`src/hw/rtl/cuckoo_hash_table_assert.svh`:
```
// Assertion macros for the cuckoo hash table RTL.
`ifndef CUCKOO_HASH_TABLE_ASSERT_SVH
`define CUCKOO_HASH_TABLE_ASSERT_SVH

// The consequent must hold in the same cycle as the antecedent.
`define CHT_ASSERT_SAME(label, clk, rst, ante, cons, msg) \
  label: assert property (@(posedge clk) disable iff (rst) (ante) |-> (cons)) \
    else $error(msg);

// The consequent must hold in the cycle after the antecedent.
`define CHT_ASSERT_NEXT(label, clk, rst, ante, cons, msg) \
  label: assert property (@(posedge clk) disable iff (rst) (ante) |=> (cons)) \
    else $error(msg);

`endif

```
`src/hw/rtl/cht_pkg.sv`:
```
`default_nettype none

package cht_pkg;

  localparam int KEY_W        = 64;
  localparam int VAL_W        = 16;
  localparam int SLOT_W       = 13;
  localparam int SECOND_SHIFT = 16;
  localparam int ENTRY_W      = KEY_W + VAL_W;
  localparam int IN_DATA_W    = 80;
  localparam int OUT_DATA_W   = 32;

  localparam logic OP_INSERT = 1'b0;
  localparam logic OP_LOOKUP = 1'b1;

  // Read address sources.
  localparam logic [1:0] ADDR_IN_FIRST = 2'd0;
  localparam logic [1:0] ADDR_SECOND   = 2'd1;
  localparam logic [1:0] ADDR_IDX      = 2'd2;

  // Result kinds.
  localparam logic [1:0] RES_MISS = 2'd0;
  localparam logic [1:0] RES_HIT  = 2'd1;
  localparam logic [1:0] RES_OK   = 2'd2;
  localparam logic [1:0] RES_FAIL = 2'd3;

  typedef struct packed {
    logic       load_in;
    logic       rd_en;
    logic [1:0] rd_sel;
    logic       wr_clear;
    logic       wr_ins;
    logic       res_load;
    logic [1:0] res_kind;
  } cmd_t;

  typedef struct packed {
    logic clr_last;
    logic hit;
    logic old_empty;
    logic kicks_done;
    logic in_lookup;
    logic in_val_zero;
  } sts_t;

endpackage

`default_nettype wire

```
`src/hw/rtl/cht_ctrl.sv`:
```
`default_nettype none

module cht_ctrl
  import cht_pkg::*;
(
  input  wire logic clk,
  input  wire logic rst,
  input  wire logic s_tvalid,
  output logic      s_tready,
  output logic      m_tvalid,
  input  wire logic m_tready,
  input  wire sts_t sts,
  output cmd_t      cmd
);

  localparam logic [2:0] S_CLEAR  = 3'd0;
  localparam logic [2:0] S_IDLE   = 3'd1;
  localparam logic [2:0] S_LK_A   = 3'd2;
  localparam logic [2:0] S_LK_B   = 3'd3;
  localparam logic [2:0] S_INS_RD = 3'd4;
  localparam logic [2:0] S_INS_WR = 3'd5;
  localparam logic [2:0] S_RESULT = 3'd6;

  logic [2:0] state;
  logic [2:0] state_next;
  logic [1:0] res_kind;
  logic [1:0] res_kind_next;
  logic       finish;
  logic [1:0] fin_kind;
  logic       out_free;

  assign s_tready = (state == S_IDLE);
  assign out_free = !m_tvalid || m_tready;

  always_comb begin
    cmd           = '0;
    state_next    = state;
    res_kind_next = res_kind;
    finish        = 1'b0;
    fin_kind      = RES_MISS;

    case (state)
      S_CLEAR: begin
        cmd.wr_clear = 1'b1;
        if (sts.clr_last) begin
          state_next = S_IDLE;
        end
      end
      S_IDLE: begin
        if (s_tvalid) begin
          cmd.load_in = 1'b1;
          if (sts.in_lookup) begin
            cmd.rd_en  = 1'b1;
            cmd.rd_sel = ADDR_IN_FIRST;
            state_next = S_LK_A;
          end else if (sts.in_val_zero) begin
            // A zero payload would read as empty, so the request leaves the table alone.
            res_kind_next = RES_MISS;
            state_next    = S_RESULT;
          end else begin
            cmd.rd_en  = 1'b1;
            cmd.rd_sel = ADDR_IN_FIRST;
            state_next = S_INS_WR;
          end
        end
      end
      S_LK_A: begin
        if (sts.hit) begin
          finish   = 1'b1;
          fin_kind = RES_HIT;
        end else begin
          cmd.rd_en  = 1'b1;
          cmd.rd_sel = ADDR_SECOND;
          state_next = S_LK_B;
        end
      end
      S_LK_B: begin
        finish   = 1'b1;
        fin_kind = sts.hit ? RES_HIT : RES_MISS;
      end
      S_INS_RD: begin
        cmd.rd_en  = 1'b1;
        cmd.rd_sel = ADDR_IDX;
        state_next = S_INS_WR;
      end
      S_INS_WR: begin
        cmd.wr_ins = 1'b1;
        if (sts.old_empty) begin
          finish   = 1'b1;
          fin_kind = RES_OK;
        end else if (sts.kicks_done) begin
          finish   = 1'b1;
          fin_kind = RES_FAIL;
        end else begin
          state_next = S_INS_RD;
        end
      end
      S_RESULT: begin
        finish   = 1'b1;
        fin_kind = res_kind;
      end
      default: begin
        state_next = S_IDLE;
      end
    endcase

    if (finish) begin
      if (out_free) begin
        cmd.res_load = 1'b1;
        cmd.res_kind = fin_kind;
        state_next   = S_IDLE;
      end else begin
        res_kind_next = fin_kind;
        state_next    = S_RESULT;
      end
    end
  end

  always_ff @(posedge clk) begin
    if (rst) begin
      state    <= S_CLEAR;
      m_tvalid <= 1'b0;
    end else begin
      state <= state_next;
      if (cmd.res_load) begin
        m_tvalid <= 1'b1;
      end else if (m_tready) begin
        m_tvalid <= 1'b0;
      end
    end
  end

  always_ff @(posedge clk) begin
    res_kind <= res_kind_next;
  end

endmodule

`default_nettype wire

```
`config.mk`:
```
export PLATFORM = sky130hd
export DESIGN_NAME = cht_ctrl
export DESIGN_NICKNAME = d
export VERILOG_FILES = /design/src/hw/rtl/cuckoo_hash_table_assert.svh /design/src/hw/rtl/cht_pkg.sv /design/src/hw/rtl/cht_ctrl.sv
export SDC_FILE = /design/constraint.sdc
export NUM_CORES = 1
export LEC_CHECK = 0
export BUFFER_PORTS_ARGS = -buffer_cell sky130_fd_sc_hd__buf_2
export CAP_MARGIN = 20
export CORE_AREA = 2 2 39 41
export CTS_BUF_LIST = sky130_fd_sc_hd__clkbuf_8
export DETAILED_ROUTE_END_ITERATION = 10
export DIE_AREA = 0 0 41 43
export GPL_ROUTABILITY_DRIVEN = 0
export GPL_TIMING_DRIVEN = 0
export HOLD_SLACK_MARGIN = 0.03
export SETUP_SLACK_MARGIN = 0.4
export SYNTH_ARGS = -nofsm -noshare
export SYNTH_HDL_FRONTEND = slang
export SYNTH_SLANG_ARGS = --single-unit
```
`constraint.sdc`:
```
create_clock -name clk -period 2.1 [get_ports clk]
set_input_delay 0.105 -clock clk [delete_from_list [all_inputs] [get_ports clk]]
set_output_delay 0.105 -clock clk [all_outputs]
set_load 0.05 [all_outputs]
```
==> metrics.md <==
| Metric | Value |
|---|---|
| Peak supply drop | ~0.00050 V |
| Cell Pwr Density | 679.0 nW/um2 |
| DIE WIDTH | 41 um |
| Max Clk Rate | 599.4 MHz |
| RSZ-0062 raised after global routing | true |
| R2R Path Start | state[0]$_SDFFE_PP0P_ |
| WL met2 | 536 um |
| Hold path cells | 2 |
| Synthesized area | about 480 um2 |
| Worst Path Max Fanout | 6 |
| Crit path time final | 1.668 ns |
| Cell internal pwr | 321.5 uW |
| Synthesis Warnings | 0 |
| Total Die Area | 1763 um2 |
| Worst hold start | rst |
| Drt drc | 0 |
| Critical path origin | state[0]$_SDFFE_PP0P_ |
| Ys flop type | dfxtp_1 |
| Number of synthesized flops with an enable pin | 0 |
| Clock Pin Slew Worst Setup and Hold Paths | 0.03 ns |
| Area occupied by multi-input gates | 377.9 um2 |
| Starting Density | 34.90% |
| Crit path DAT | 1.56 ns |
| Crit path to | cmd[0] |
| Sw frac | between 30% and 40% |
| Combinational share of power | approximately 41% |
| Cell count after synthesis | between 60 and 70 |
| Area growth syn-to-layout | 53.11% |
| I/O Buffers | 20 |
| Htree depth | 1 |
| TritonCTS Buffers | 3 |
| Finished Layout Cells | 102 |
| Critical path class | flop to output pin |
| Skew-Pair Late Insertion Delay | 0.22 ns |
| Most frequent cells in the layout | buf_2, buf_6, a21oi_1, dfxtp_1 |
| Diode count | 0 |
| Vias in the first global route | between 400 and 500 |
| Slew Limit Fails | 0 |
| Layout cell share with drive strength beyond 1 | 53.49% |
| NetSw | 180.6 uW |
| Slew Limit Headroom | between 60% and 70% |
| Sequential element share of the synthesized area | about a quarter |
| Total GRT Usage | 15.71% |
| Total wire length | approximately 1200 um |
| Rows | 14 |
| Placed Area | ~630 um2 |
| CP required | 2.00 ns |
| Via density per instance | 5.216 |
| Register bit count reported by yosys | 6 |
| First-pass GRT wire length | 1876 um |
| Max Used Layer | met4 |
| Pin count of the biggest net entering global routing | 11 |
| Total core area | 1384 um2 |
| Initial antenna violation count | 0 |
| Hold Vio Cnt, Final | 0 |
| Worst reg2reg endpoint | state[1]$_SDFFE_PP0P_ |
| Per-cell routed wire length | around 12 um |
| Asr flop ratio synth | 0% |
| 1st-iter DRT viols | 5 |
| # fillers | 150 |
| CP Capture Type | output pin |
| Hpwl dp | 856.6 um |
| Ports | 21 |
| CTS tree | built |
| Clock tree buffer depth | 2 |
| Syn Area/Cell | 7.917 um2 |
| DR vias | between 500 and 600 |
| Syn nets | 71 |
| Endpoints failing setup | 0 |
| Layout Utilization | 53.44% |
| Drt pass-1 iters | 3 |
| R2R setup slack | 0.59 ns |
| Setup Skew | 0.001058 ns |
| Cell area after layout | between 700 and 800 um2 |
| Part of the cycle the worst path needs | approximately four fifths |
| Leakage | 0.3333 nW |
| Post-synth cell types | 31 |
| Hold WC Path Type | primary input to flop |
| Post-placement cell count | 97 |
| Met3 wire len | 82 um |
| Register area | about 120 um2 |
| CP startpoint kind | flop |
| CTS Sinks | 6 |
| Final ANT Viol Nets | 0 |
| CTS root buf | clkbuf_8 |
| Setup Total Neg Slack | 0 ns |
| Wl on met1 | 571 um |
| Most common cell after layout, fill and taps aside | buf_2 |
| Clock power share | ~34% |
| Worst-margin pin slew | 0.4998 ns |
| Die height | roughly 43 um |
| Grt ovf | 0 |
| Max_cap viols | 0 |
| Fin nets | 98 |
| Worst r2r path cells | 5 |
| Seq pwr share | 25.2% |
| Status | complete, no violations |
## state kept, by name, summed over array words and instances (netlist names)
signal	flops
state	3
m_tvalid	1
res_kind	2
## how the worst min path moves through the flow
stage,to,slack (ns)
after floorplan,m_tvalid$_SDFFE_PP0P_,0.17
after global placement,m_tvalid$_SDFFE_PP0P_,0.30
after detailed placement,m_tvalid$_SDFFE_PP0P_,0.30
after CTS,m_tvalid$_SDFFE_PP0P_,0.07
after global routing,m_tvalid$_SDFFE_PP0P_,0.09
final,m_tvalid$_SDFFE_PP0P_,0.08
## layout make-up
class / count / area share [%]
Multi-Input combinational cell: 47 / 51.10
Timing Repair Buffer: 22 / 17.77
Sequential cell: 6 / 16.41
Clock buffer: 3 / 5.584
Buffer: 4 / 4.399
Tap cell: 16 / 2.707
Inverter: 4 / 2.030
## power by group through the flow
stage	Sequential, mW	Combinational [mW]	Clock (mW)
after detailed placement	0.126	0.187	0
after global routing	0.127	0.221	0.179
after CTS	0.125	0.191	0.175
after floorplan	0.131	0.143	0
final	0.126	0.206	0.170
after global placement	0.127	0.186	0
## Yosys cell counts, drive strengths merged, types with 2 or more instances
| cell | number | share of area (%) |
|---|---|---|
| a21oi | 6 | 6.2 |
| and2b | 3 | 5.7 |
| or2 | 3 | 3.9 |
| nor3 | 5 | 5.2 |
| dfxtp | 6 | 25 |
| nand2b | 2 | 2.6 |
| nor2 | 3 | 2.3 |
| nand2 | 4 | 3.1 |
| buf | 4 | 6.0 |
| inv | 4 | 3.1 |
| mux2i | 2 | 4.1 |
| a211o | 2 | 3.6 |
| o21ai | 2 | 2.1 |
## cell families (layout without fill, tap and decap cells)
family                 after synthesis  in the layout  synth area share (%)
AO/OA/AOI/OAI                       17             17                 26.69
AND/OR/NAND/NOR                     28             28                 35.24
multiplexers                         2              2                 4.145
flip-flops                           6              6                 24.87
buffers and inverters                8             33                 9.067
## worst max-delay path, stage by stage, from the launching register on
cell and delay, ns:
dfxtp_2 0.32, buf_6 0.12, and2b_4 0.18, a32o_1 0.27
a21oi_2 0.22, nor3_4 0.07, buf_6 0.16
## stage by stage
step	hold slack [ns]	worst slack, ns	power [mW]
after CTS	0.07196	0.4028	0.4910
after floorplan	0.1741	0.3099	0.2740
after global placement	0.3017	0.4659	0.3128
after detailed placement	0.3026	0.4862	0.3132
after global routing	0.09423	0.3697	0.5263
final	0.08101	0.4316	0.5021
## per-layer routing
layer / up-vias / global-route usage (%)
li1: 267 / -
met1: 244 / 21.10
met2: 17 / 21.88
met3: 4 / 3.141
met4: 0 / 10.00
met5: - / 0
## repair_timing
action	CTS	global route
hold buffers	0	0
gates cloned	0	1
pin swaps	2	2
resized for setup	6	9
buffers inserted	0	1
endpoints found under the setup margin	3	3
Power figures use the tool's default switching activity.
